[src/rtl/swhfd_pkg.sv]
// shared types and constants for the single-wire humidity frame decoder
package swhfd_pkg;

    localparam int FRAME_BITS       = 40;
    localparam int PULSE_WIDTH_BITS = 16;
    localparam int CNT_W            = $clog2(FRAME_BITS + 1);
    localparam int HUM_W            = 12;
    localparam int TEMP_W           = 12;
    localparam int STATUS_W         = 3;
    localparam int CFG_ADDR_W       = 3;
    localparam int CFG_DATA_W       = 16;
    localparam int QUEUE_DEPTH      = 2;
    localparam int S_TDATA_W        = 16;
    localparam int M_TDATA_W        = 32;

    // input item kinds carried on tuser
    localparam logic KIND_START = 1'b0;
    localparam logic KIND_PULSE = 1'b1;

    // configuration register indexes
    localparam logic [CFG_ADDR_W-1:0] CFG_ONE_THRESHOLD = 3'd0;
    localparam logic [CFG_ADDR_W-1:0] CFG_HUM_MIN       = 3'd1;
    localparam logic [CFG_ADDR_W-1:0] CFG_HUM_MAX       = 3'd2;
    localparam logic [CFG_ADDR_W-1:0] CFG_TEMP_MIN      = 3'd3;
    localparam logic [CFG_ADDR_W-1:0] CFG_TEMP_MAX      = 3'd4;

    typedef enum logic [STATUS_W-1:0] {
        ST_OK         = 3'd0,
        ST_TIMEOUT    = 3'd1,
        ST_CHECKSUM   = 3'd2,
        ST_TENTHS     = 3'd3,
        ST_HUM_RANGE  = 3'd4,
        ST_TEMP_RANGE = 3'd5
    } status_t;

    typedef struct packed {
        logic [PULSE_WIDTH_BITS-1:0] one_threshold_us;
        logic [HUM_W-1:0]            humidity_min_tenths;
        logic [HUM_W-1:0]            humidity_max_tenths;
        logic signed [TEMP_W-1:0]    temp_min_tenths;
        logic signed [TEMP_W-1:0]    temp_max_tenths;
    } cfg_t;

    // one classified event handed from the front to the back
    typedef struct packed {
        logic                  timeout;
        logic [FRAME_BITS-1:0] frame;
    } evt_t;

endpackage

[src/rtl/swhfd_front.sv]
// front part: accepts pulse items, shifts in bits and raises frame or timeout events
module swhfd_front
    import swhfd_pkg::*;
(
    input  logic                        aclk,
    input  logic                        aresetn,
    input  logic [PULSE_WIDTH_BITS-1:0] one_threshold_us,
    input  logic                        s_tvalid,
    output logic                        s_tready,
    input  logic [PULSE_WIDTH_BITS-1:0] high_width_us,
    input  logic                        kind,
    input  logic                        q_full,
    output logic                        push,
    output evt_t                        push_evt
);

    logic [FRAME_BITS-1:0] shift_reg, shift_next;
    logic [CNT_W-1:0]      count_reg, count_next;
    logic                  active_reg, active_next;
    logic [CNT_W-1:0]      count_inc;
    logic                  accept;
    logic                  data_bit;

    assign s_tready  = !q_full;
    assign accept    = s_tvalid && s_tready;
    assign count_inc = CNT_W'(count_reg + 1'b1);
    assign data_bit  = (high_width_us > one_threshold_us);

    always_comb begin
        shift_next       = shift_reg;
        count_next       = count_reg;
        active_next      = active_reg;
        push             = 1'b0;
        push_evt.timeout = 1'b0;
        push_evt.frame   = {shift_reg[FRAME_BITS-2:0], data_bit};
        if (accept) begin
            if (kind == KIND_START) begin
                shift_next  = '0;
                count_next  = '0;
                active_next = 1'b1;
            end else if (active_reg) begin
                if (high_width_us == '0) begin
                    active_next      = 1'b0;
                    count_next       = '0;
                    push             = 1'b1;
                    push_evt.timeout = 1'b1;
                end else begin
                    shift_next = {shift_reg[FRAME_BITS-2:0], data_bit};
                    count_next = count_inc;
                    if (count_inc == CNT_W'(FRAME_BITS)) begin
                        active_next = 1'b0;
                        count_next  = '0;
                        push        = 1'b1;
                    end
                end
            end
        end
    end

    always_ff @(posedge aclk) begin
        shift_reg <= shift_next;
        if (!aresetn) begin
            count_reg  <= '0;
            active_reg <= 1'b0;
        end else begin
            count_reg  <= count_next;
            active_reg <= active_next;
        end
    end

endmodule

[src/rtl/swhfd_queue.sv]
// short event queue between the front and the back
module swhfd_queue
    import swhfd_pkg::*;
(
    input  logic aclk,
    input  logic aresetn,
    input  logic in_valid,
    input  evt_t in_data,
    output logic full,
    output logic out_valid,
    output evt_t out_data,
    input  logic out_ready
);

    localparam int PTR_W = (QUEUE_DEPTH > 1) ? $clog2(QUEUE_DEPTH) : 1;
    localparam int QCNT_W = $clog2(QUEUE_DEPTH + 1);

    evt_t              mem_reg [QUEUE_DEPTH];
    logic [PTR_W-1:0]  wr_ptr_reg, wr_ptr_next;
    logic [PTR_W-1:0]  rd_ptr_reg, rd_ptr_next;
    logic [QCNT_W-1:0] count_reg, count_next;
    logic              wr_en, rd_en;

    assign full      = (count_reg == QCNT_W'(QUEUE_DEPTH));
    assign out_valid = (count_reg != '0);
    assign out_data  = mem_reg[rd_ptr_reg];
    assign wr_en     = in_valid && !full;
    assign rd_en     = out_valid && out_ready;

    always_comb begin
        wr_ptr_next = wr_ptr_reg;
        rd_ptr_next = rd_ptr_reg;
        count_next  = count_reg;
        if (wr_en) begin
            wr_ptr_next = (wr_ptr_reg == PTR_W'(QUEUE_DEPTH - 1)) ? '0
                                                                  : PTR_W'(wr_ptr_reg + 1'b1);
        end
        if (rd_en) begin
            rd_ptr_next = (rd_ptr_reg == PTR_W'(QUEUE_DEPTH - 1)) ? '0
                                                                  : PTR_W'(rd_ptr_reg + 1'b1);
        end
        if (wr_en && !rd_en) begin
            count_next = QCNT_W'(count_reg + 1'b1);
        end else if (rd_en && !wr_en) begin
            count_next = QCNT_W'(count_reg - 1'b1);
        end
    end

    always_ff @(posedge aclk) begin
        if (wr_en) begin
            mem_reg[wr_ptr_reg] <= in_data;
        end
        if (!aresetn) begin
            wr_ptr_reg <= '0;
            rd_ptr_reg <= '0;
            count_reg  <= '0;
        end else begin
            wr_ptr_reg <= wr_ptr_next;
            rd_ptr_reg <= rd_ptr_next;
            count_reg  <= count_next;
        end
    end

endmodule

[src/rtl/swhfd_back.sv]
// back part: checks a finished frame and holds the result for the output channel
module swhfd_back
    import swhfd_pkg::*;
(
    input  logic                 aclk,
    input  logic                 aresetn,
    input  cfg_t                 cfg,
    input  logic                 q_valid,
    input  evt_t                 q_data,
    output logic                 q_ready,
    output logic                 m_tvalid,
    input  logic                 m_tready,
    output logic [M_TDATA_W-1:0] m_tdata
);

    logic [7:0]               b0, b1, b2, b3, b4;
    logic [7:0]               sum;
    logic [HUM_W-1:0]         hum;
    logic [TEMP_W-1:0]        mag;
    logic signed [TEMP_W-1:0] temp;
    status_t                  status;
    logic [HUM_W-1:0]         hum_out;
    logic signed [TEMP_W-1:0] temp_out;

    logic                     valid_reg, valid_next;
    status_t                  status_reg;
    logic [HUM_W-1:0]         hum_reg;
    logic signed [TEMP_W-1:0] temp_reg;

    assign b0 = q_data.frame[39:32];
    assign b1 = q_data.frame[31:24];
    assign b2 = q_data.frame[23:16];
    assign b3 = q_data.frame[15:8];
    assign b4 = q_data.frame[7:0];

    assign sum  = 8'(b0 + b1 + b2 + b3);
    // times ten as x8 + x2
    assign hum  = {1'b0, b0, 3'b000} + {3'b000, b0, 1'b0} + {4'b0000, b1};
    assign mag  = {2'b00, b2[6:0], 3'b000} + {4'b0000, b2[6:0], 1'b0} + {4'b0000, b3};
    assign temp = b2[7] ? $signed(TEMP_W'(-mag)) : $signed(mag);

    always_comb begin
        status   = ST_OK;
        hum_out  = hum;
        temp_out = temp;
        if (q_data.timeout) begin
            status   = ST_TIMEOUT;
            hum_out  = '0;
            temp_out = '0;
        end else if (sum != b4) begin
            status   = ST_CHECKSUM;
            hum_out  = '0;
            temp_out = '0;
        end else if (b1 > 8'd9 || b3 > 8'd9) begin
            status   = ST_TENTHS;
            hum_out  = '0;
            temp_out = '0;
        end else if (hum < cfg.humidity_min_tenths || hum > cfg.humidity_max_tenths) begin
            status = ST_HUM_RANGE;
        end else if (temp < cfg.temp_min_tenths || temp > cfg.temp_max_tenths) begin
            status = ST_TEMP_RANGE;
        end
    end

    // output register frees up when empty or being taken
    assign q_ready = !valid_reg || m_tready;

    always_comb begin
        valid_next = valid_reg;
        if (q_ready) begin
            valid_next = q_valid;
        end
    end

    always_ff @(posedge aclk) begin
        if (q_ready && q_valid) begin
            status_reg <= status;
            hum_reg    <= hum_out;
            temp_reg   <= temp_out;
        end
        if (!aresetn) begin
            valid_reg <= 1'b0;
        end else begin
            valid_reg <= valid_next;
        end
    end

    assign m_tvalid = valid_reg;
    assign m_tdata  = {(M_TDATA_W - STATUS_W - HUM_W - TEMP_W)'(0),
                       temp_reg, hum_reg, status_reg};

endmodule

[src/rtl/single_wire_humidity_frame_decoder_core.sv]
// top level of the single-wire humidity frame decoder
//
//   channel   dir  handshake          payload
//   s_        in   s_tvalid/s_tready  tdata: high_width_us, tuser: kind
//   m_        out  m_tvalid/m_tready  tdata: status, humidity_tenths, temperature_tenths
//   cfg_      in   cfg_wr_en          cfg_addr, cfg_wdata
//
// one pulse item per cycle while s_tready is high; a finished frame or timeout is written
// into the queue and from there into the back part's output register, which drives
// m_tvalid; the result transfers when m_tready is high.
// a two-entry event queue parts the front from the back, so pulses keep flowing while
// a result waits on m_tready; s_tready drops only when the queue is full.
// aresetn is synchronous; it idles the decoder and loads the register defaults.
module single_wire_humidity_frame_decoder_core
    import swhfd_pkg::*;
(
    input  logic                  aclk,
    input  logic                  aresetn,
    input  logic                  s_tvalid,
    output logic                  s_tready,
    input  logic [S_TDATA_W-1:0]  s_tdata,   // [15:0] high_width_us
    input  logic                  s_tuser,   // [0] kind
    output logic                  m_tvalid,
    input  logic                  m_tready,
    output logic [M_TDATA_W-1:0]  m_tdata,   // [2:0] status, [14:3] humidity_tenths,
                                             // [26:15] temperature_tenths
    input  logic                  cfg_wr_en,
    input  logic [CFG_ADDR_W-1:0] cfg_addr,
    input  logic [CFG_DATA_W-1:0] cfg_wdata
);

    cfg_t cfg_reg;
    logic q_full;
    logic push;
    evt_t push_evt;
    logic q_valid;
    evt_t q_data;
    logic q_ready;

    always_ff @(posedge aclk) begin
        if (!aresetn) begin
            cfg_reg.one_threshold_us    <= PULSE_WIDTH_BITS'(40);
            cfg_reg.humidity_min_tenths <= HUM_W'(0);
            cfg_reg.humidity_max_tenths <= HUM_W'(1000);
            cfg_reg.temp_min_tenths     <= TEMP_W'(-200);
            cfg_reg.temp_max_tenths     <= TEMP_W'(600);
        end else if (cfg_wr_en) begin
            case (cfg_addr)
                CFG_ONE_THRESHOLD: cfg_reg.one_threshold_us    <= cfg_wdata;
                CFG_HUM_MIN:       cfg_reg.humidity_min_tenths <= cfg_wdata[HUM_W-1:0];
                CFG_HUM_MAX:       cfg_reg.humidity_max_tenths <= cfg_wdata[HUM_W-1:0];
                CFG_TEMP_MIN:      cfg_reg.temp_min_tenths     <= cfg_wdata[TEMP_W-1:0];
                CFG_TEMP_MAX:      cfg_reg.temp_max_tenths     <= cfg_wdata[TEMP_W-1:0];
                default: ;
            endcase
        end
    end

    swhfd_front u_front (
        .aclk             (aclk),
        .aresetn          (aresetn),
        .one_threshold_us (cfg_reg.one_threshold_us),
        .s_tvalid         (s_tvalid),
        .s_tready         (s_tready),
        .high_width_us    (s_tdata[PULSE_WIDTH_BITS-1:0]),
        .kind             (s_tuser),
        .q_full           (q_full),
        .push             (push),
        .push_evt         (push_evt)
    );

    swhfd_queue u_queue (
        .aclk      (aclk),
        .aresetn   (aresetn),
        .in_valid  (push),
        .in_data   (push_evt),
        .full      (q_full),
        .out_valid (q_valid),
        .out_data  (q_data),
        .out_ready (q_ready)
    );

    swhfd_back u_back (
        .aclk     (aclk),
        .aresetn  (aresetn),
        .cfg      (cfg_reg),
        .q_valid  (q_valid),
        .q_data   (q_data),
        .q_ready  (q_ready),
        .m_tvalid (m_tvalid),
        .m_tready (m_tready),
        .m_tdata  (m_tdata)
    );

endmodule
[config.mk]
export PLATFORM = sky130hd
export DESIGN_NAME = single_wire_humidity_frame_decoder_core
export DESIGN_NICKNAME = d
export VERILOG_FILES = /design/src/rtl/swhfd_pkg.sv /design/src/rtl/swhfd_front.sv /design/src/rtl/swhfd_queue.sv /design/src/rtl/swhfd_back.sv /design/src/rtl/single_wire_humidity_frame_decoder_core.sv
export SDC_FILE = /design/constraint.sdc
export NUM_CORES = 1
export LEC_CHECK = 0
export ABC_AREA = 1
export BUFFER_PORTS_ARGS = -buffer_cell sky130_fd_sc_hd__buf_4
export CAP_MARGIN = 25
export CORE_UTILIZATION = 60
export CTS_CLUSTER_DIAMETER = 60
export DETAILED_ROUTE_END_ITERATION = 10
export PLACE_DENSITY = 0.79
export REMOVE_ABC_BUFFERS = 1
export SYNTH_ARGS = -nofsm -noshare
export SYNTH_HDL_FRONTEND = slang
export SYNTH_HIERARCHICAL = 1
export SYNTH_SLANG_ARGS = --single-unit
[constraint.sdc]
create_clock -name aclk -period 7.5 [get_ports aclk]
set_input_delay 0.375 -clock aclk [delete_from_list [all_inputs] [get_ports aclk]]
set_output_delay 0.375 -clock aclk [all_outputs]
set_load 0.02 [all_outputs]
==> metrics.md <==
| Metric | Value |
|---|---|
| Clk root buf | clkbuf_16 |
| DP HPWL | roughly 20 mm |
| Kind of critical path | reg -> reg |
| DRC | 0 |
| Seq cells post-synth | 225 |
| Mapped Area | between 10000 and 15000 µm² |
| Leading post-synthesis cells by instance count | nand2_1 (318), inv_1 (228), edfxtp_1 (148) |
| Worst reg-to-reg setup slack | 2.14 ns |
| Proportion of layout cells with a drive suffix above 1 | 0.1366 |
| Synth area leaders | edfxtp_1 (35%), dfxtp_1 (12%), nand2_1 (9.3%), ha_1 (9.2%), inv_1 (6.6%) |
| Sequential area share after synthesis | 0.4649 |
| Leak pwr | 6.724 nW |
| Postcts setup bufs | 0 |
| Routed WL | around 27 mm |
| IO buf count | roughly 70 |
| Worst Setup Start Kind | register |
| Worst Hold End | cfg_reg[31]$_SDFFE_PN1P_ |
| Chip width | 148.5 µm |
| WL per Instance | between 15 and 20 µm |
| Starting Density | 0.6125 |
| Worst Hold Path Cells | 3 |
| Post-route ant nets | 0 |
| Start point of the worst hold path | cfg_wdata[7] |
| RSZ-0062 raised after global routing | false |
| Final Cycle Share | 0.7141 |
| Nets | ~1600 |
| Core region area | 21020 µm² |
| Ys flop type | edfxtp_1 |
| CP max stage cell | dfxtp_2 |
| Endpoints failing hold | 0 |
| GP Congestion | ~0.90 |
| Max_cap viols | 0 |
| Maximum clock rate | ~0.19 GHz |
| Finished Cell Area | roughly 14000 µm² |
| Setup TNS | 0 ns |
| GRT overflow | 0 |
| Final Critical Period | about 5.4 ns |
| Gr usage total | 0.2545 |
| CTS Buf Count | 25 |
| Pwr/cell area | between 300 and 400 nW/µm² |
| Chip height | 148.5 µm |
| Arrival time worst endpoint | approximately 5.6 ns |
| 1st-iter DRT viols | between 600 and 700 |
| Min-delay worst type | in -> reg |
| Vias in the first global route | just over 9000 |
| Ant diodes | 0 |
| Slew @ Worst Pin | between 0.9 and 1 ns |
| Clk_lat worst skew | roughly 0.54 ns |
| EDFF count, synth | approximately 150 |
| Clock slew at reported path FFs | around 0.06 ns |
| Top-count cell post-synth | nand2_1 |
| Crit-path most repeated cell | nand2_1 |
| Crit end category | register |
| Depth of the CTS H-tree | 1 |
| DR vias/cell | ~5.3 |
| Hold buffers post-CTS | 0 |
| Largest net degree at the start of global routing | 73 |
| Drt first pass iters | 5 |
| Resize count post-CTS | 0 |
| Warnings from Yosys | 6 |
| Pins Over Slew Limit | 0 |
| Ports | between 70 and 80 |
| Post-synth top area share | 0.3452 |
| FP Rows | 53 |
| Largest register FFs | a little over 80 |
| Max_slew headroom | 0.3489 |
| Max incr delay on CP | between 0.9 and 1 ns |
| Die area | 22050 µm² |
| Worst reg2reg path depth | 30 |
| Crit path max fanout | 28 |
| Mapped Cells | 1421 |
| Initial antenna violation count | 0 |
| Distinct cells, synth | between 40 and 50 |
| CTS Buffer Depth | 3 |
| Final setup viols | 0 |
| Worst Path Required | 7.79 ns |
| TritonCTS clock tree | done |
| Post-synthesis async set-or-reset flop share | 0 |
| First-pass GRT wire length | 44.33 mm |
| Capture point of the worst reg-to-reg path | u_back/status_reg[0]$_SDFFCE_PP1P_ |
| Worst VDD drop | 0.3362 mV |
| Area grow syn2layout | 11.66% |
| Placed cell area | between 10000 and 15000 µm² |
| Avg Inst Size Synth | about 9.1 µm² |
| # clock sinks | about 230 |
| Synth area leader | edfxtp_1 |
| Clk_skew | 0.01819 ns |
| Vias | between 9000 and 10000 |
| Status | completed |
cell type report:
class                      count  area (µm²)
clock inverter                 8       92.59
sequential                   225        5987
timing repair buffer          75       563.0
clock buffer                  38       732.0
inverter                     236       890.9
fill                        1582        6644
tap                          275       344.1
multi-input combinational    926        5768
cell families (layout without fill, tap and decap cells):
kind of cell	Yosys count	count (layout)	synth area share
adder cells (fa/ha/maj)	117	117	0.1265
flip-flops	225	225	0.4649
other	1	5	0.0002912
buffers and inverters	274	357	0.09125
AND/OR/NAND/NOR	635	635	0.2105
XOR/XNOR	20	20	0.01360
AO/OA/AOI/OAI	108	108	0.04548
multiplexers	41	41	0.04752
cells in the final DEF, fill, tap and decap left out, types with 14 or more instances in the layout:
cell type,n
buf_4,75
nand4_1,14
o21ai_0,23
nand2_1,318
nor2_1,145
ha_1,95
inv_1,228
fa_1,22
a21oi_1,61
clkbuf_16,26
mux2_4,40
nand3_1,99
nor2_2,24
edfxtp_1,148
dfxtp_1,76
layer usage:
| layer | routed length, µm | global-route usage |
|---|---|---|
| met4 | 761 | 0.08402 |
| met2 | 12610 | 0.4259 |
| met1 | 11790 | 0.3387 |
| met5 | 0 | 0 |
| met3 | 1749 | 0.03773 |
where the power goes:
| part | leakage (nW) | internal, mW | switching, mW |
|---|---|---|---|
| Clock | 0.408 | 0.716 | 0.491 |
| Combinational | 4.31 | 1.07 | 1.72 |
| Sequential | 2.01 | 1.50 | 0.109 |
| Total | 6.72 | 3.29 | 2.32 |
worst max-delay path, delay by kind of cell, from the launching register on:
kind	cells	cell delay, ns
xor gates and xnor gates	1	0.14
buffers and inverters	5	0.68
DFF	1	0.95
muxes	1	0.38
AOI/OAI and AO/OA	5	0.85
and+or+nand+nor	15	1.11
adders and majority gates	3	0.99
how the worst max path moves through the flow:
stage,startpoint,endpoint,slack (ns)
CTS,register,u_back/status_reg[0]$_SDFFCE_PP1P_,2.14
global placement,register,u_back/status_reg[0]$_SDFFCE_PP1P_,2.20
detailed placement,register,u_back/status_reg[0]$_SDFFCE_PP1P_,2.14
finish,register,u_back/status_reg[0]$_SDFFCE_PP1P_,2.14
floorplan,register,u_back/status_reg[0]$_SDFFCE_PP1P_,1.93
global route,register,u_back/status_reg[0]$_SDFFCE_PP1P_,1.57
stage by stage:
stage | power [mW] | util | hold WS [ns] | instances | setup slack (ns)
after floorplan | 3.682 | - | 0.4215 | 1387 | 1.932
after global placement | 4.320 | 0.6447 | 0.4291 | 1737 | 2.201
after detailed placement | 4.393 | 0.6447 | 0.4481 | 1737 | 2.143
after CTS | 5.619 | 0.6839 | 0.05884 | 1783 | 2.136
after global routing | 6.075 | 0.6839 | 0.07299 | 1783 | 1.575
final | 5.609 | 0.6839 | 0.06968 | 1783 | 2.144
Note: power is estimated with default switching activity, not from simulation.
